**config.mk**
```make
export PLATFORM = sky130hd
export DESIGN_NAME = two_wire_sensor_measure_master_flat
export DESIGN_NICKNAME = d
export VERILOG_FILES = /design/src/twsm_pkg.sv /design/src/twsm_ifs.sv /design/src/twsm_cfg_regs.sv /design/src/twsm_step.sv /design/src/two_wire_sensor_measure_master.sv /design/src/flat_wrapper.sv
export SDC_FILE = /design/constraint.sdc
export NUM_CORES = 1
export LEC_CHECK = 0
export BUFFER_PORTS_ARGS = -buffer_cell sky130_fd_sc_hd__buf_2
export CAP_MARGIN = 10
export CORE_ASPECT_RATIO = 0.75
export CORE_UTILIZATION = 30
export DETAILED_ROUTE_END_ITERATION = 6
export PLACE_DENSITY = 0.45
export SLEW_MARGIN = 20
export SYNTH_ARGS = -nofsm -noshare
export SYNTH_HDL_FRONTEND = slang
export SYNTH_HIERARCHICAL = 1
export SYNTH_SLANG_ARGS = --single-unit
```
**constraint.sdc**
```tcl
create_clock -name i_clk -period 5.6 [get_ports i_clk]
set_input_delay 0.56 -clock i_clk [delete_from_list [all_inputs] [get_ports i_clk]]
set_output_delay 0.56 -clock i_clk [all_outputs]
set_load 0.005 [all_outputs]
```
**src/twsm_pkg.sv**
```systemverilog
// ----------------------------------------------------------------------------
// twsm_pkg: shared types and constants of the two-wire measurement master
// Holds the item, result and configuration types, the status codes and the
// register indexes used by all modules of the block.
// ----------------------------------------------------------------------------
package twsm_pkg;

    localparam int unsigned HALF_W    = 16;
    localparam int unsigned TIMEOUT_W = 20;
    localparam int unsigned CFG_W     = 20;
    localparam int unsigned WORD_W    = 16;

    localparam logic [HALF_W-1:0]    HALF_RESET    = 16'd1;
    localparam logic [TIMEOUT_W-1:0] TIMEOUT_RESET = 20'd250000;
    localparam logic [3:0]           RESET_PULSES  = 4'd9;
    localparam logic [3:0]           BITS_PER_BYTE = 4'd8;
    localparam logic [1:0]           READ_BYTES    = 2'd3;

    typedef logic t_cfg_idx;
    localparam t_cfg_idx CFG_HALF_PERIOD = 1'b0;
    localparam t_cfg_idx CFG_TIMEOUT     = 1'b1;

    typedef logic [1:0] t_status;
    localparam t_status ST_OK      = 2'd0;
    localparam t_status ST_NO_ACK  = 2'd1;
    localparam t_status ST_TIMEOUT = 2'd2;

    typedef logic t_opcode;
    localparam t_opcode OP_TICK  = 1'b0;
    localparam t_opcode OP_START = 1'b1;

    typedef struct packed {
        t_opcode    opcode;
        logic [7:0] command_byte;
        logic       sda_in;
    } t_item;

    typedef struct packed {
        logic              scl_out;
        logic              sda_pull_low;
        logic              busy_res;
        logic              done_res;
        t_status           status;
        logic [WORD_W-1:0] measured_word;
    } t_result;

    typedef struct packed {
        logic [HALF_W-1:0]    half_period_ticks;
        logic [TIMEOUT_W-1:0] ready_timeout_ticks;
    } t_cfg;

endpackage

```
**src/twsm_ifs.sv**
```systemverilog
// ----------------------------------------------------------------------------
// twsm_ifs: request channels of the two-wire measurement master
// Tick input channel, result channel and configuration write channel, each
// with valid/ready and a source and a sink modport.
// ----------------------------------------------------------------------------
interface twsm_in_if;
    logic       valid;
    logic       ready;
    logic       opcode;
    logic [7:0] command_byte;
    logic       sda_in;

    modport source (output valid, output opcode, output command_byte, output sda_in,
                    input ready);
    modport sink   (input valid, input opcode, input command_byte, input sda_in,
                    output ready);
endinterface

interface twsm_out_if;
    logic        valid;
    logic        ready;
    logic        scl_out;
    logic        sda_pull_low;
    logic        busy_res;
    logic        done_res;
    logic [1:0]  status;
    logic [15:0] measured_word;

    modport source (output valid, output scl_out, output sda_pull_low, output busy_res,
                    output done_res, output status, output measured_word, input ready);
    modport sink   (input valid, input scl_out, input sda_pull_low, input busy_res,
                    input done_res, input status, input measured_word, output ready);
endinterface

interface twsm_cfg_if;
    logic        valid;
    logic        ready;
    logic        index;
    logic [19:0] data;

    modport source (output valid, output index, output data, input ready);
    modport sink   (input valid, input index, input data, output ready);
endinterface

```
**src/twsm_cfg_regs.sv**
```systemverilog
// ----------------------------------------------------------------------------
// twsm_cfg_regs: configuration registers
// Holds the half period and the ready timeout, written through the
// configuration channel, which is always ready.
// ----------------------------------------------------------------------------
module twsm_cfg_regs (
    input  logic            i_clk,
    input  logic            i_rst_n,
    input  logic            i_wr,
    input  twsm_pkg::t_cfg_idx i_idx,
    input  logic [twsm_pkg::CFG_W-1:0] i_data,
    output twsm_pkg::t_cfg  o_cfg
);
    import twsm_pkg::*;

    t_cfg r_cfg;

    always_ff @(posedge i_clk) begin
        if (!i_rst_n) begin
            r_cfg.half_period_ticks   <= HALF_RESET;
            r_cfg.ready_timeout_ticks <= TIMEOUT_RESET;
        end else if (i_wr) begin
            case (i_idx)
                CFG_HALF_PERIOD: r_cfg.half_period_ticks   <= i_data[HALF_W-1:0];
                CFG_TIMEOUT:     r_cfg.ready_timeout_ticks <= i_data[TIMEOUT_W-1:0];
                default: ;
            endcase
        end
    end

    assign o_cfg = r_cfg;

endmodule

```
**src/twsm_step.sv**
```systemverilog
// ----------------------------------------------------------------------------
// twsm_step: per-tick sequencer of the two-wire measurement master
// Computes the line levels and the completion report of one tick from the
// registered tick request and advances the transaction state when stepped.
// ----------------------------------------------------------------------------
module twsm_step (
    input  logic              i_clk,
    input  logic              i_rst_n,
    input  logic              i_step,
    input  twsm_pkg::t_item   i_item,
    input  twsm_pkg::t_cfg    i_cfg,
    output twsm_pkg::t_result o_res
);
    import twsm_pkg::*;

    typedef enum logic [4:0] {
        PH_IDLE  = 5'd0,
        PH_ST1   = 5'd1,
        PH_ST2   = 5'd2,
        PH_ST3   = 5'd3,
        PH_ST4   = 5'd4,
        PH_ST5   = 5'd5,
        PH_ST6   = 5'd6,
        PH_WR_LO = 5'd7,
        PH_WR_HI = 5'd8,
        PH_AK_LO = 5'd9,
        PH_AK_HI = 5'd10,
        PH_RS_LO = 5'd11,
        PH_RS_HI = 5'd12,
        PH_POLL  = 5'd13,
        PH_RD_LO = 5'd14,
        PH_RD_HI = 5'd15,
        PH_RA_LO = 5'd16,
        PH_RA_HI = 5'd17
    } t_phase;

    t_phase               r_phase, e_phase, n_phase;
    logic [3:0]           r_bit_count, e_bit_count, n_bit_count;
    logic [1:0]           r_byte_count, e_byte_count, n_byte_count;
    logic [3:0]           r_pulse_count, e_pulse_count, n_pulse_count;
    logic [7:0]           r_shift_byte, e_shift_byte, n_shift_byte;
    logic [WORD_W-1:0]    r_result_word, e_result_word, n_result_word;
    logic [HALF_W-1:0]    r_delay_count, e_delay_count, n_delay_count;
    logic [TIMEOUT_W-1:0] r_wait_count, e_wait_count, n_wait_count;

    logic                 w_start;
    logic [HALF_W-1:0]    w_hp;
    logic [TIMEOUT_W-1:0] w_to;
    logic [TIMEOUT_W-1:0] w_wait_inc;
    logic                 w_hold;
    logic [3:0]           w_bit_inc;
    logic [3:0]           w_pulse_inc;
    logic [1:0]           w_byte_inc;
    logic                 w_scl;
    logic                 w_sda_low;

    always_ff @(posedge i_clk) begin
        if (!i_rst_n) begin
            r_phase       <= PH_IDLE;
            r_bit_count   <= '0;
            r_byte_count  <= '0;
            r_pulse_count <= '0;
            r_shift_byte  <= '0;
            r_result_word <= '0;
            r_delay_count <= '0;
            r_wait_count  <= '0;
        end else if (i_step) begin
            r_phase       <= n_phase;
            r_bit_count   <= n_bit_count;
            r_byte_count  <= n_byte_count;
            r_pulse_count <= n_pulse_count;
            r_shift_byte  <= n_shift_byte;
            r_result_word <= n_result_word;
            r_delay_count <= n_delay_count;
            r_wait_count  <= n_wait_count;
        end
    end

    // A start request in idle opens the transaction on this very tick.
    always_comb begin
        w_start       = (r_phase == PH_IDLE) && (i_item.opcode == OP_START);
        e_phase       = w_start ? PH_ST1 : r_phase;
        e_bit_count   = w_start ? 4'd0 : r_bit_count;
        e_byte_count  = w_start ? 2'd0 : r_byte_count;
        e_pulse_count = w_start ? 4'd0 : r_pulse_count;
        e_shift_byte  = w_start ? i_item.command_byte : r_shift_byte;
        e_result_word = w_start ? '0 : r_result_word;
        e_delay_count = w_start ? '0 : r_delay_count;
        e_wait_count  = w_start ? '0 : r_wait_count;
    end

    assign w_hp = (i_cfg.half_period_ticks == '0) ? HALF_W'(1) : i_cfg.half_period_ticks;
    assign w_to = (i_cfg.ready_timeout_ticks == '0) ? TIMEOUT_W'(1)
                                                    : i_cfg.ready_timeout_ticks;
    assign w_wait_inc  = e_wait_count + TIMEOUT_W'(1);
    assign w_hold      = ({1'b0, e_delay_count} + 17'd1) < {1'b0, w_hp};
    assign w_bit_inc   = e_bit_count + 4'd1;
    assign w_pulse_inc = e_pulse_count + 4'd1;
    assign w_byte_inc  = e_byte_count + 2'd1;

    // Line levels held during the current phase.
    always_comb begin
        w_scl     = 1'b0;
        w_sda_low = 1'b0;
        case (e_phase)
            PH_ST1: w_sda_low = 1'b0;
            PH_ST2: w_scl = 1'b1;
            PH_ST3: begin
                w_scl     = 1'b1;
                w_sda_low = 1'b1;
            end
            PH_ST4: w_sda_low = 1'b1;
            PH_ST5: begin
                w_scl     = 1'b1;
                w_sda_low = 1'b1;
            end
            PH_ST6: w_scl = 1'b1;
            PH_WR_LO: w_sda_low = ~e_shift_byte[7];
            PH_WR_HI: begin
                w_scl     = 1'b1;
                w_sda_low = ~e_shift_byte[7];
            end
            PH_RA_LO: w_sda_low = (e_byte_count < 2'd2);
            PH_RA_HI: begin
                w_scl     = 1'b1;
                w_sda_low = (e_byte_count < 2'd2);
            end
            PH_AK_HI, PH_RS_HI, PH_RD_HI: w_scl = 1'b1;
            default: ;
        endcase
    end

    always_comb begin
        n_phase       = e_phase;
        n_bit_count   = e_bit_count;
        n_byte_count  = e_byte_count;
        n_pulse_count = e_pulse_count;
        n_shift_byte  = e_shift_byte;
        n_result_word = e_result_word;
        n_delay_count = e_delay_count;
        n_wait_count  = e_wait_count;
        o_res.scl_out       = w_scl;
        o_res.sda_pull_low  = w_sda_low;
        o_res.busy_res      = (e_phase != PH_IDLE);
        o_res.done_res      = 1'b0;
        o_res.status        = ST_OK;
        o_res.measured_word = '0;

        if (e_phase == PH_POLL) begin
            if (!i_item.sda_in) begin
                n_phase       = PH_RD_LO;
                n_bit_count   = 4'd0;
                n_shift_byte  = 8'd0;
                n_delay_count = '0;
            end else begin
                n_wait_count = w_wait_inc;
                if (w_wait_inc >= w_to) begin
                    o_res.done_res = 1'b1;
                    o_res.status   = ST_TIMEOUT;
                    n_phase        = PH_IDLE;
                end
            end
        end else if (e_phase != PH_IDLE) begin
            if (w_hold) begin
                n_delay_count = e_delay_count + HALF_W'(1);
            end else begin
                n_delay_count = '0;
                case (e_phase)
                    PH_ST1:   n_phase = PH_ST2;
                    PH_ST2:   n_phase = PH_ST3;
                    PH_ST3:   n_phase = PH_ST4;
                    PH_ST4:   n_phase = PH_ST5;
                    PH_ST5:   n_phase = PH_ST6;
                    PH_ST6: begin
                        // After the nine recovery pulses the start pattern ends the run.
                        if (e_pulse_count == RESET_PULSES) begin
                            o_res.done_res = 1'b1;
                            o_res.status   = ST_NO_ACK;
                            n_phase        = PH_IDLE;
                        end else begin
                            n_phase = PH_WR_LO;
                        end
                    end
                    PH_WR_LO: n_phase = PH_WR_HI;
                    PH_WR_HI: begin
                        n_shift_byte = {e_shift_byte[6:0], 1'b0};
                        n_bit_count  = w_bit_inc;
                        n_phase      = (w_bit_inc >= BITS_PER_BYTE) ? PH_AK_LO : PH_WR_LO;
                    end
                    PH_AK_LO: n_phase = PH_AK_HI;
                    PH_AK_HI: begin
                        if (!i_item.sda_in) begin
                            n_wait_count = '0;
                            n_phase      = PH_POLL;
                        end else begin
                            n_pulse_count = 4'd0;
                            n_phase       = PH_RS_LO;
                        end
                    end
                    PH_RS_LO: n_phase = PH_RS_HI;
                    PH_RS_HI: begin
                        n_pulse_count = w_pulse_inc;
                        n_phase       = (w_pulse_inc >= RESET_PULSES) ? PH_ST1 : PH_RS_LO;
                    end
                    PH_RD_LO: n_phase = PH_RD_HI;
                    PH_RD_HI: begin
                        n_shift_byte = {e_shift_byte[6:0], i_item.sda_in};
                        n_bit_count  = w_bit_inc;
                        n_phase      = (w_bit_inc >= BITS_PER_BYTE) ? PH_RA_LO : PH_RD_LO;
                    end
                    PH_RA_LO: n_phase = PH_RA_HI;
                    PH_RA_HI: begin
                        if (e_byte_count == 2'd0) begin
                            n_result_word = {e_shift_byte, 8'd0};
                        end else if (e_byte_count == 2'd1) begin
                            n_result_word = {e_result_word[15:8], e_shift_byte};
                        end
                        n_byte_count = w_byte_inc;
                        // The third byte is the checksum and is dropped.
                        if (w_byte_inc >= READ_BYTES) begin
                            o_res.done_res      = 1'b1;
                            o_res.status        = ST_OK;
                            o_res.measured_word = n_result_word;
                            n_phase             = PH_IDLE;
                        end else begin
                            n_bit_count  = 4'd0;
                            n_shift_byte = 8'd0;
                            n_phase      = PH_RD_LO;
                        end
                    end
                    default: n_phase = PH_IDLE;
                endcase
            end
        end
    end

`ifndef ASSERT_OFF
    a_done_idles: assert property (@(posedge i_clk) disable iff (!i_rst_n)
        (i_step && o_res.done_res) |=> (r_phase == PH_IDLE))
        else $error("completed transaction did not return to idle");

    a_hold_state: assert property (@(posedge i_clk) disable iff (!i_rst_n)
        !i_step |=> ($stable(r_phase) && $stable(r_delay_count) && $stable(r_wait_count)))
        else $error("state moved without a tick");

    a_word_only_ok: assert property (@(posedge i_clk) disable iff (!i_rst_n)
        (o_res.measured_word != '0) |-> (o_res.done_res && o_res.status == ST_OK))
        else $error("word reported outside a successful completion");

    a_pulse_bound: assert property (@(posedge i_clk) disable iff (!i_rst_n)
        (r_pulse_count <= RESET_PULSES))
        else $error("recovery pulse count overran");

    a_done_busy: assert property (@(posedge i_clk) disable iff (!i_rst_n)
        o_res.done_res |-> (o_res.busy_res && (o_res.status == ST_OK ||
            o_res.status == ST_NO_ACK || o_res.status == ST_TIMEOUT)))
        else $error("completion without an active transaction");
`endif

endmodule

```
**src/two_wire_sensor_measure_master.sv**
```systemverilog
// Each tick request is held in the input register; its result goes to the result register.
// Throughput: one tick request per cycle when the output is not stalled; the sequencer
// step is combinational between the input register and the result register.
// Output stall holds both registers; the input side takes a new request whenever
// the input register is empty or moves on in the same cycle.
// Reset (synchronous, active low) returns to idle with half period 1, timeout 250000.
// ----------------------------------------------------------------------------
// two_wire_sensor_measure_master: two-wire measurement master, top level
// Registers each tick request, runs one sequencer step on it and registers the
// line levels and completion report as the result.
// ----------------------------------------------------------------------------
module two_wire_sensor_measure_master (
    input  logic        i_clk,
    input  logic        i_rst_n,
    twsm_in_if.sink     i_in,
    twsm_out_if.source  o_res,
    twsm_cfg_if.sink    i_cfg
);
    import twsm_pkg::*;

    logic    r_in_valid;
    t_item   r_item;
    logic    r_out_valid;
    t_result r_res;
    logic    w_step;
    logic    w_in_take;
    t_cfg    w_cfg;
    t_result w_res;

    assign w_step    = r_in_valid && (!r_out_valid || o_res.ready);
    assign w_in_take = i_in.valid && i_in.ready;
    assign i_in.ready  = !r_in_valid || w_step;
    assign i_cfg.ready = 1'b1;

    always_ff @(posedge i_clk) begin
        if (!i_rst_n) begin
            r_in_valid  <= 1'b0;
            r_out_valid <= 1'b0;
        end else begin
            if (w_in_take) begin
                r_in_valid <= 1'b1;
            end else if (w_step) begin
                r_in_valid <= 1'b0;
            end
            if (w_step) begin
                r_out_valid <= 1'b1;
            end else if (o_res.ready) begin
                r_out_valid <= 1'b0;
            end
        end
    end

    always_ff @(posedge i_clk) begin
        if (w_in_take) begin
            r_item.opcode       <= i_in.opcode;
            r_item.command_byte <= i_in.command_byte;
            r_item.sda_in       <= i_in.sda_in;
        end
        if (w_step) begin
            r_res <= w_res;
        end
    end

    twsm_cfg_regs u_cfg (
        .i_clk   (i_clk),
        .i_rst_n (i_rst_n),
        .i_wr    (i_cfg.valid),
        .i_idx   (i_cfg.index),
        .i_data  (i_cfg.data),
        .o_cfg   (w_cfg)
    );

    twsm_step u_step (
        .i_clk   (i_clk),
        .i_rst_n (i_rst_n),
        .i_step  (w_step),
        .i_item  (r_item),
        .i_cfg   (w_cfg),
        .o_res   (w_res)
    );

    assign o_res.valid         = r_out_valid;
    assign o_res.scl_out       = r_res.scl_out;
    assign o_res.sda_pull_low  = r_res.sda_pull_low;
    assign o_res.busy_res      = r_res.busy_res;
    assign o_res.done_res      = r_res.done_res;
    assign o_res.status        = r_res.status;
    assign o_res.measured_word = r_res.measured_word;

endmodule

```
**src/flat_wrapper.sv**
```systemverilog
// flat-port wrapper written by rule: the top's interface ports become plain ports
module two_wire_sensor_measure_master_flat import twsm_pkg::*;
  (i_clk, i_rst_n, i_in_valid, i_in_opcode, i_in_command_byte, i_in_sda_in, i_in_ready, o_res_valid, o_res_scl_out, o_res_sda_pull_low, o_res_busy_res, o_res_done_res, o_res_status, o_res_measured_word, o_res_ready, i_cfg_valid, i_cfg_index, i_cfg_data, i_cfg_ready);
  twsm_in_if i_in_i ();
  twsm_out_if o_res_i ();
  twsm_cfg_if i_cfg_i ();
  input  logic i_clk;
  input  logic i_rst_n;
  input wire logic [$bits(i_in_i.valid)-1:0] i_in_valid;
  input wire logic [$bits(i_in_i.opcode)-1:0] i_in_opcode;
  input wire logic [$bits(i_in_i.command_byte)-1:0] i_in_command_byte;
  input wire logic [$bits(i_in_i.sda_in)-1:0] i_in_sda_in;
  output wire logic [$bits(i_in_i.ready)-1:0] i_in_ready;
  output wire logic [$bits(o_res_i.valid)-1:0] o_res_valid;
  output wire logic [$bits(o_res_i.scl_out)-1:0] o_res_scl_out;
  output wire logic [$bits(o_res_i.sda_pull_low)-1:0] o_res_sda_pull_low;
  output wire logic [$bits(o_res_i.busy_res)-1:0] o_res_busy_res;
  output wire logic [$bits(o_res_i.done_res)-1:0] o_res_done_res;
  output wire logic [$bits(o_res_i.status)-1:0] o_res_status;
  output wire logic [$bits(o_res_i.measured_word)-1:0] o_res_measured_word;
  input wire logic [$bits(o_res_i.ready)-1:0] o_res_ready;
  input wire logic [$bits(i_cfg_i.valid)-1:0] i_cfg_valid;
  input wire logic [$bits(i_cfg_i.index)-1:0] i_cfg_index;
  input wire logic [$bits(i_cfg_i.data)-1:0] i_cfg_data;
  output wire logic [$bits(i_cfg_i.ready)-1:0] i_cfg_ready;
  assign i_in_i.valid = i_in_valid;
  assign i_in_i.opcode = i_in_opcode;
  assign i_in_i.command_byte = i_in_command_byte;
  assign i_in_i.sda_in = i_in_sda_in;
  assign i_in_ready = i_in_i.ready;
  assign o_res_valid = o_res_i.valid;
  assign o_res_scl_out = o_res_i.scl_out;
  assign o_res_sda_pull_low = o_res_i.sda_pull_low;
  assign o_res_busy_res = o_res_i.busy_res;
  assign o_res_done_res = o_res_i.done_res;
  assign o_res_status = o_res_i.status;
  assign o_res_measured_word = o_res_i.measured_word;
  assign o_res_i.ready = o_res_ready;
  assign i_cfg_i.valid = i_cfg_valid;
  assign i_cfg_i.index = i_cfg_index;
  assign i_cfg_i.data = i_cfg_data;
  assign i_cfg_ready = i_cfg_i.ready;
  two_wire_sensor_measure_master u_core (.i_clk(i_clk), .i_rst_n(i_rst_n), .i_in(i_in_i), .o_res(o_res_i), .i_cfg(i_cfg_i));
endmodule
```
==> impl_results.md, run 1 <==
* Post-DP Area at 8850 um2
* Io pins at 61
* Initial DRC count at 645
* Critical path startpoint: u_core/u_step/r_phase[2]
* Worst Path Arrival at 5.37 ns
* Area Growth Syn to Fin at 14.7%
* Die width at 193 um
* Finished Core Util at 0.350
* CTS root buf: clkbuf_16
* Count of input and output buffers at 59
* Setup Crit Path Kind: reg2reg
* RSZ-0062 raised after global routing: false
* Via density at 5.25
* Post-Syn Nets at 1,046
* Final setup violating endpoints at 0
* Maximum VDD drop at 0.000211 V
* Worst Hold End: u_core/r_item[2]
* Minimum clock period at 5.02 ns
* Flops & latches, synth at 145
* Post-Synthesis Mean Instance Area at 8.54 um2
* Crit Path Max Fanout at 18
* Highest clock rate at 199 MHz
* First-pass GRT wire length at 38.7 mm
* EDFF count, synth at 32
* Hold path cells at 1
* Max-cap viol count at 0
* Htree depth at 4
* Post-route setup TNS at 0 ns
* Ys async rst share at 0
* Layout cells sized above 1 at 0.117
* Slew @ Worst Pin at 1.01 ns
* CTS clk-pin slew, worst paths at 0.07 ns
* Worst Setup Start Kind: register
* CTS sink cnt at 145
* Mapped Area at 8240 um2
* Crit path required time at 5.95 ns
* Final ANT Viol Nets at 0
* Status: completed
* Final hold vios at 0
* Vias in the first global route at 6,600
* CTS Hold Bufs at 0
* Reg2reg setup slack at 0.58 ns
* Post-synthesis cell count at 965
* Wire length per cell at 18.0 um
* CTS tree: yes
* Pwr dens at 279 nW/um2
* GPL Wtd Cong at 0.846
* Multi-input gate area at 4550 um2
* DIE AREA at 28,100 um2
* Period utilization at 0.896
* Synth Warn # at 6
* Fin nets at 1,084
* Worst R2R Path Depth at 19
* Pre-antenna DRT Iters at 7
* DR vias at 7,179
* Post-CTS sizing at 0
* Hold Startpoint: i_in_command_byte[1]
* Storage element area at 3220 um2
* Fillcell total at 2,795
* Detailed placement HPWL at 17.8 mm
* CP endpoint kind: register
* Worst hold path class: in2reg
* Seq/Total Area, Yosys at 0.391
* Clk buf depth at 2
* Clk_skew at 0.0162 ns
* Synth Flop Type: dfxtp_1
* LEAKAGE at 3.62 nW
* Postcts setup bufs at 0
* Remaining routing DRC violations at 0
* Pin count of the biggest net entering global routing at 55
* Gr usage total at 0.176
* DIE HEIGHT at 146 um
* Headroom to the max-slew limit at 0.324
* Antenna violations before repair at 0
* Ant. Diodes at 0
* Clk_lat worst skew at 0.44 ns
* Netlist cell types at 72
* DRT Wirelength at 24.7 mm
* Reg2Reg Capture Point: u_core/u_step/r_result_word[8]
* Total gr overflow at 0
* CTS buffer count at 17
* RR Startpoint: u_core/u_step/r_phase[2]
* Starting Density at 0.305
* Final Max Slew Viols at 0
* Rows at 52
* Fin area at 9450 um2
* Core region area at 27,000 um2
==> report_power, final <==
part	internal (W)	switching (W)	total [W]	leakage, nW
Sequential	0.00110	0.0000297	0.00113	1.22
Combinational	0.000104	0.000225	0.000329	2.12
Clock	0.000677	0.000500	0.00118	0.282
Total	0.00188	0.000755	0.00264	3.62
==> worst max-delay path by stage <==
stage | slack (ns) | end | cells past startpoint
5_1_grt | 0.09 | u_core/u_step/r_result_word[14] | 19
3_5_place_dp | 0.64 | u_core/u_step/r_phase[2] | 17
6_report | 0.58 | u_core/u_step/r_result_word[8] | 19
4_1_cts | 0.62 | u_core/u_step/r_phase[3] | 17
2_1_floorplan | 0.44 | u_core/o_res.measured_word[10] | 23
3_3_place_gp | 0.67 | u_core/u_step/r_phase[3] | 17
==> area by class of cell <==
class	count	area share
clock buffer	19	0.0469
sequential	145	0.341
multi-input combinational	703	0.482
tap	351	0.0465
inverter	63	0.0250
timing repair buffer	73	0.0426
clock inverter	13	0.0162
==> synth_stat cells (all sizes together) (8+ instances only) <==
master / count / area (um2)
and3: 10 / 62.6
o31ai: 8 / 60.1
a22o: 14 / 123
nand3: 34 / 170
o211ai: 10 / 75.1
o21ai: 45 / 229
and2: 9 / 56.3
ha: 45 / 563
inv: 62 / 233
mux2i: 42 / 420
or3: 11 / 78.8
o2bb2ai: 9 / 78.8
clkbuf: 32 / 120
dfxtp: 113 / 2260
xor2: 15 / 131
a21boi: 9 / 67.6
nor2: 73 / 277
nor2b: 16 / 115
edfxtp: 32 / 961
nand2: 146 / 548
nor3: 14 / 70.1
nand4: 22 / 138
xnor2: 12 / 105
o21a: 9 / 67.6
nor4: 11 / 68.8
a21o: 8 / 60.1
a21oi: 42 / 210
buf: 22 / 128
==> per-stage QoR <==
stage	worst slack [ns]	total power (W)	hold WS [ns]	cells
after floorplan	0.443	0.00136	0.425	965
after global placement	0.667	0.00148	0.435	1335
after CTS	0.620	0.00267	0.281	1367
after detailed placement	0.635	0.00148	0.443	1335
final	0.580	0.00264	0.300	1367
after global routing	0.0933	0.00274	0.283	1367
==> sequential cells by signal (all words and copies together) (netlist names) <==
signal and count:
u_core/r_in_valid 1, u_core/o_res.done_res 1, u_core/u_step/r_result_word 16, u_core/u_step/r_shift_byte 8
u_core/o_res.sda_pull_low 1, u_core/o_res.busy_res 1, u_core/u_step/r_bit_count 4, u_core/o_res.status 2
u_core/u_step/r_byte_count 2, u_core/u_cfg/o_cfg 36, u_core/o_res.valid 1, u_core/u_step/r_delay_count 16
u_core/u_step/r_pulse_count 4, u_core/o_res.measured_word 16, u_core/u_step/r_phase 5, u_core/o_res.scl_out 1
u_core/r_item 10, u_core/u_step/r_wait_count 20
==> cell families after synthesis <==
logic type,synth area share
multiplexers,0.0510
buffers and inverters,0.0588
other,0.000455
AO/OA/AOI/OAI,0.191
AND/OR/NAND/NOR,0.209
XOR/XNOR,0.0287
flip-flops,0.391
adder cells (fa/ha/maj),0.0696
==> critical path, cell delays in order, from the launching register on <==
cell and delay, ns:
dfxtp_1 0.70, nor3_1 0.15, nand3_2 0.14, and2_1 0.13
ha_1 0.25, nand4_1 0.11, nor4_1 0.41, nand2_1 0.13
xor2_1 0.16, nor2_1 0.08, ha_1 0.37, a41oi_1 0.23
nand3_1 0.10, a2111oi_0 0.47, a211oi_2 0.25, nor2_2 0.18
buf_4 0.21, o31ai_1 0.09, a21boi_1 0.58, o2bb2ai_1 0.18
==> cells in the final DEF, fill, tap and decap left out, types with 8 or more instances in the layout <==
| cell type | n |
|---|---|
| and3_1 | 10 |
| or3_1 | 9 |
| mux2i_1 | 42 |
| ha_1 | 45 |
| a21o_1 | 8 |
| xor2_1 | 15 |
| nand4_1 | 22 |
| nand2_1 | 146 |
| o2bb2ai_1 | 9 |
| buf_2 | 58 |
| clkbuf_16 | 17 |
| o21a_1 | 9 |
| o21ai_0 | 43 |
| buf_4 | 15 |
| o211ai_1 | 10 |
| dfxtp_1 | 113 |
| nor2b_1 | 13 |
| edfxtp_1 | 32 |
| nor2_1 | 71 |
| and2_1 | 9 |
| xnor2_1 | 12 |
| a21oi_1 | 42 |
| o31ai_1 | 8 |
| nor3_1 | 14 |
| inv_1 | 62 |
| a22o_1 | 14 |
| nor4_1 | 11 |
| nand3_1 | 33 |
==> routing by layer <==
layer	routed length, um	vias to the layer above	track usage
met5	0	-	0
met4	188	0	0.0436
met3	1220	14	0.0306
met2	9350	181	0.220
met1	13900	3434	0.295
li1	-	3550	-
Note: power is estimated with default switching activity, not from simulation.
==> inputs of run 2 (changes only) <==
Settings changed: MAX_ROUTING_LAYER from default to met4.
==> impl_results.md, run 2 (same netlist as run 1, synthesis figures left out) <==
* Status: complete, but fails checks (was completed)
* Failing checks: design-rule violations
* Count of input and output buffers at 59 (unchanged)
* CP endpoint kind: register (unchanged)
* Storage element area at 3220 um2 (unchanged)
* Slew @ Worst Pin at 1.01 ns (about the same)
* Initial DRC count at 710 (was 645)
* Multi-input gate area at 4550 um2 (unchanged)
* Via density at 5.27 (was 5.25)
* Minimum clock period at 5.06 ns (was 5.02 ns)
* Fin nets at 1,084 (unchanged)
* Pin count of the biggest net entering global routing at 55 (unchanged)
* Crit path required time at 5.95 ns (about the same)
* Antenna violations before repair at 0 (unchanged)
* Ant. Diodes at 0 (unchanged)
* Worst Path Arrival at 5.41 ns (was 5.37 ns)
* Post-DP Area at 8850 um2 (unchanged)
* Final ANT Viol Nets at 0 (unchanged)
* CTS Hold Bufs at 0 (unchanged)
* Max-cap viol count at 0 (unchanged)
* Crit Path Max Fanout at 18 (unchanged)
* Area Growth Syn to Fin at 14.7% (unchanged)
* CTS buffer count at 17 (unchanged)
* CTS sink cnt at 145 (unchanged)
* Clk buf depth at 2 (unchanged)
* Commonest non-fill, non-tap cell in the layout: nand2_1 (unchanged)
* Io pins at 61 (unchanged)
* Remaining routing DRC violations at 3 (was 0)
* Highest clock rate at 198 MHz (was 199 MHz)
* Worst Setup Start Kind: register (unchanged)
* Gr usage total at 0.182 (was 0.176)
* Finished Core Util at 0.350 (unchanged)
* Pwr dens at 279 nW/um2 (about the same)
* Pre-antenna DRT Iters at 7 (unchanged)
* Maximum VDD drop at 0.000212 V (was 0.000211 V)
* DR vias at 7,199 (was 7,179)
* Detailed placement HPWL at 17.8 mm (unchanged)
* Layout cells sized above 1 at 0.117 (unchanged)
* Fin worst setup slack at 0.542 ns (was 0.580 ns)
* LEAKAGE at 3.62 nW (unchanged)
* Postcts setup bufs at 0 (unchanged)
* Starting Density at 0.305 (unchanged)
* Setup Crit Path Kind: reg2reg (unchanged)
* Max FFs per register at 36 (unchanged)
* Post-CTS sizing at 0 (unchanged)
* DRT Wirelength at 24.7 mm (unchanged)
* Period utilization at 0.903 (was 0.896)
* Core region area at 27,000 um2 (unchanged)
* CTS root buf: clkbuf_16 (unchanged)
* Die width at 193 um (unchanged)
* Fillcell total at 2,795 (unchanged)
* Final setup violating endpoints at 0 (unchanged)
* DIE AREA at 28,100 um2 (unchanged)
* Headroom to the max-slew limit at 0.325 (was 0.324)
* Wire length per cell at 18.0 um (unchanged)
* First-pass GRT wire length at 38.8 mm (was 38.7 mm)
* Final hold slack at 0.299 ns (was 0.300 ns)
* Fin area at 9450 um2 (unchanged)
* Clk_skew at 0.0163 ns (was 0.0162 ns)
* Clk_lat worst skew at 0.44 ns (about the same)
* Worst hold path class: in2reg (unchanged)
* DIE HEIGHT at 146 um (unchanged)
* Final hold vios at 0 (unchanged)
* Post-route setup TNS at 0 ns (unchanged)
* Most frequent cells in the layout: nand2_1, dfxtp_1, nor2_1 (unchanged)
* Pre-CTS setup slack at 0.635 ns (unchanged)
* Htree depth at 4 (unchanged)
* Final Max Slew Viols at 0 (unchanged)
* Rows at 52 (unchanged)
* RSZ-0062 raised after global routing: false (unchanged)
* Total gr overflow at 0 (unchanged)
* GPL Wtd Cong at 0.859 (was 0.846)
* CTS tree: yes (unchanged)
* CTS clk-pin slew, worst paths at 0.07 ns (about the same)
* Vias in the first global route at 6,600 (unchanged)
[run 2: layout make-up]
class | count | share of cell area
Multi-Input combinational cell | 703 | 0.482
Clock inverter | 13 | 0.0162
Tap cell | 351 | 0.0465
Inverter | 63 | 0.0250
Timing Repair Buffer | 73 | 0.0426
Clock buffer | 19 | 0.0469
Sequential cell | 145 | 0.341
[run 2: report_power, final]
part	internal [W]	switching [W]
Clock	0.000677	0.000500
Combinational	0.000104	0.000224
Sequential	0.00110	0.0000295
Total	0.00188	0.000754
[run 2: path summary, 6_finish.rpt]
path / start / to / slack, ns / cells after the start
hold reg to reg: u_core/u_step/r_result_word[1] / u_core/u_step/r_result_word[1] / 0.46 / 2
hold / removal: i_in_command_byte[2] / u_core/r_item[3] / 0.30 / 1
setup reg to reg: u_core/u_step/r_phase[2] / u_core/u_step/r_result_word[8] / 0.54 / 19
setup / recovery: u_core/u_step/r_phase[2] / u_core/u_step/r_result_word[8] / 0.54 / 19
[run 2: per-layer routing]
layer / GRT usage / up-vias / share of wire
met5: - / - / 0
met4: 0.0436 / 0 / 0.0084
met3: 0.0311 / 18 / 0.052
met2: 0.217 / 191 / 0.38
met1: 0.297 / 3442 / 0.56
li1: - / 3548 / -
[run 2: critical path, cell delays in order (launching register included)]
cell and delay (ns):
dfxtp_1 0.70, nor3_1 0.15, nand3_2 0.14, and2_1 0.13, ha_1 0.26, nand4_1 0.12, nor4_1 0.42, nand2_1 0.13
xor2_1 0.17, nor2_1 0.08, ha_1 0.37, a41oi_1 0.23, nand3_1 0.10, a2111oi_0 0.47, a211oi_2 0.26, nor2_2 0.18
buf_4 0.21, o31ai_1 0.09, a21boi_1 0.59, o2bb2ai_1 0.18
[run 2: through the flow]
stage | instances | total power, W
finish | 1367 | 0.00264
global route | 1367 | 0.00274
CTS | 1367 | 0.00267
detailed placement | 1335 | 0.00148
global placement | 1335 | 0.00148
floorplan | 965 | 0.00136
==> inputs of run 3 (changes only) <==
Settings changed: REMOVE_ABC_BUFFERS from default to 1.
==> impl_results.md, run 3 (same netlist as run 1, synthesis figures left out) <==
* Pre-antenna DRT Iters at 7 (unchanged)
* Post-route setup TNS at 0 ns (unchanged)
* Most frequent cells in the layout: nand2_1, dfxtp_1, nor2_1 (unchanged)
* Max FFs per register at 36 (unchanged)
* DIE HEIGHT at 146 um (unchanged)
* RSZ-0062 raised after global routing: false (unchanged)
* Final hold vios at 0 (unchanged)
* Initial DRC count at 511 (was 710)
* Core region area at 27,000 um2 (unchanged)
* Worst Hold End: u_core/r_item[8] (was u_core/r_item[3])
* CTS Hold Bufs at 0 (unchanged)
* Status: complete, but fails checks (unchanged)
* Headroom to the max-slew limit at 0.341 (was 0.325)
* Worst hold path class: in2reg (unchanged)
* Clk_skew at 0.0123 ns (was 0.0163 ns)
* Hold Startpoint: i_in_command_byte[7] (was i_in_command_byte[2])
* Clk_lat worst skew at 0.43 ns (was 0.44 ns)
* CTS buffer count at 17 (unchanged)
* Io pins at 61 (unchanged)
* Failing checks: design-rule violations (unchanged)
* Final Max Slew Viols at 0 (unchanged)
* Via density at 5.30 (was 5.27)
* CTS clk-pin slew, worst paths at 0.07 ns (about the same)
* Slew @ Worst Pin at 0.989 ns (was 1.01 ns)
* Die width at 193 um (unchanged)
* Antenna violations before repair at 0 (unchanged)
* Final ANT Viol Nets at 0 (unchanged)
* Worst R2R Path Depth at 18 (was 19)
* Htree depth at 4 (unchanged)
* Final setup violating endpoints at 0 (unchanged)
* Period utilization at 0.892 (was 0.903)
* Pin count of the biggest net entering global routing at 57 (was 55)
* Max-cap viol count at 0 (unchanged)
* Worst Setup Start Kind: register (unchanged)
* Crit path required time at 5.75 ns (was 5.95 ns)
* CP endpoint kind: register (unchanged)
* Count of input and output buffers at 59 (unchanged)
* Crit Path Max Fanout at 17 (was 18)
* Setup Crit Path Kind: reg2reg (unchanged)
* Area Growth Syn to Fin at 14.6% (was 14.7%)
* Minimum clock period at 4.99 ns (was 5.06 ns)
* Remaining routing DRC violations at 3 (unchanged)
* CTS root buf: clkbuf_16 (unchanged)
* Starting Density at 0.305 (unchanged)
* Wire length per cell at 17.4 um (was 18.0 um)
* Multi-input gate area at 4560 um2 (was 4550 um2)
* LEAKAGE at 3.63 nW (was 3.62 nW)
* Fin area at 9440 um2 (was 9450 um2)
* Post-DP Area at 8870 um2 (was 8850 um2)
* Pwr dens at 273 nW/um2 (was 279 nW/um2)
* DR vias at 7,260 (was 7,199)
* Reg2Reg Capture Point: u_core/o_res.measured_word[3] (was u_core/u_step/r_result_word[8])
* GPL Wtd Cong at 0.881 (was 0.859)
* CTS sink cnt at 145 (unchanged)
* RR Startpoint: u_core/u_step/r_phase[1] (was u_core/u_step/r_phase[2])
* Detailed placement HPWL at 17.2 mm (was 17.8 mm)
* Clk buf depth at 2 (unchanged)
* CTS tree: yes (unchanged)
* Hold path cells at 1 (unchanged)
* Ant. Diodes at 0 (unchanged)
* Commonest non-fill, non-tap cell in the layout: nand2_1 (unchanged)
* Layout cells sized above 1 at 0.120 (was 0.117)
* Fillcell total at 2,777 (was 2,795)
* Worst Path Arrival at 5.15 ns (was 5.41 ns)
* Highest clock rate at 200 MHz (was 198 MHz)
* Gr usage total at 0.177 (was 0.182)
* Postcts setup bufs at 0 (unchanged)
* DIE AREA at 28,100 um2 (unchanged)
* Reg2reg setup slack at 0.61 ns (was 0.54 ns)
* DRT Wirelength at 23.8 mm (was 24.7 mm)
* Rows at 52 (unchanged)
* Fin nets at 1,086 (was 1,084)
* First-pass GRT wire length at 38.3 mm (was 38.8 mm)
* Maximum VDD drop at 0.000240 V (was 0.000212 V)
* Total gr overflow at 0 (unchanged)
* Post-CTS sizing at 0 (unchanged)
* Storage element area at 3220 um2 (unchanged)
* Vias in the first global route at 6,775 (was 6,600)
-- run 3: power by group --
part / internal [W] / switching (W)
clock: 0.000629 / 0.000494
sequential: 0.00110 / 0.0000210
combinational: 0.000103 / 0.000227
-- run 3: metrics by stage --
step | cells | util | setup WS [ns] | power (W) | hold slack, ns
global route | 1369 | 0.350 | 0.109 | 0.00269 | 0.280
floorplan | 911 | - | 0.144 | 0.00133 | 0.425
CTS | 1369 | 0.350 | 0.531 | 0.00261 | 0.280
finish | 1369 | 0.350 | 0.605 | 0.00258 | 0.299
global placement | 1337 | 0.328 | 0.726 | 0.00147 | 0.437
detailed placement | 1337 | 0.329 | 0.539 | 0.00147 | 0.447
-- run 3: critical path, stage by stage, from the launching register on --
cell,delay [ns]
dfxtp_1,0.32
nor3_1,0.49
nand3_2,0.29
and2_1,0.25
ha_1,0.26
nand4_1,0.11
nor4_1,0.07
nand2_1,0.09
xor2_1,0.15
nor2_1,0.08
ha_1,0.36
a41oi_1,0.22
nand3_1,0.10
a2111oi_0,0.44
a211oi_2,0.23
nor2_2,0.48
nor2_1,0.16
nand2_1,0.48
nor2_1,0.13
-- run 3: routing by layer --
| layer | vias to the layer above | global-route usage | part of all wire |
|---|---|---|---|
| met3 | 27 | 0.0322 | 0.047 |
| met2 | 193 | 0.238 | 0.40 |
| met4 | 0 | 0.0524 | 0.017 |
| met1 | 3489 | 0.264 | 0.53 |
| li1 | 3551 | - | - |
| met5 | - | - | 0 |
-- run 3: area by class of cell --
class | instances | area share
flip-flops and latches | 145 | 0.341
well taps | 351 | 0.0465
multi-input cells | 703 | 0.483
clock inverters | 14 | 0.0138
repair buffers | 75 | 0.0443
clock buffers | 18 | 0.0465
inverters | 63 | 0.0250
-- run 3: worst max path at each step --
stage                             startpoint                        endpoint  cells after the start
floorplan           u_core/u_step/r_phase[1]   u_core/o_res.measured_word[0]                     18
global placement    u_core/u_step/r_phase[3]   u_core/o_res.measured_word[7]                     18
detailed placement  u_core/u_step/r_phase[1]  u_core/o_res.measured_word[10]                     18
CTS                 u_core/u_step/r_phase[1]  u_core/o_res.measured_word[10]                     18
global route        u_core/u_step/r_phase[0]   u_core/o_res.measured_word[4]                     18
finish              u_core/u_step/r_phase[1]   u_core/o_res.measured_word[3]                     18
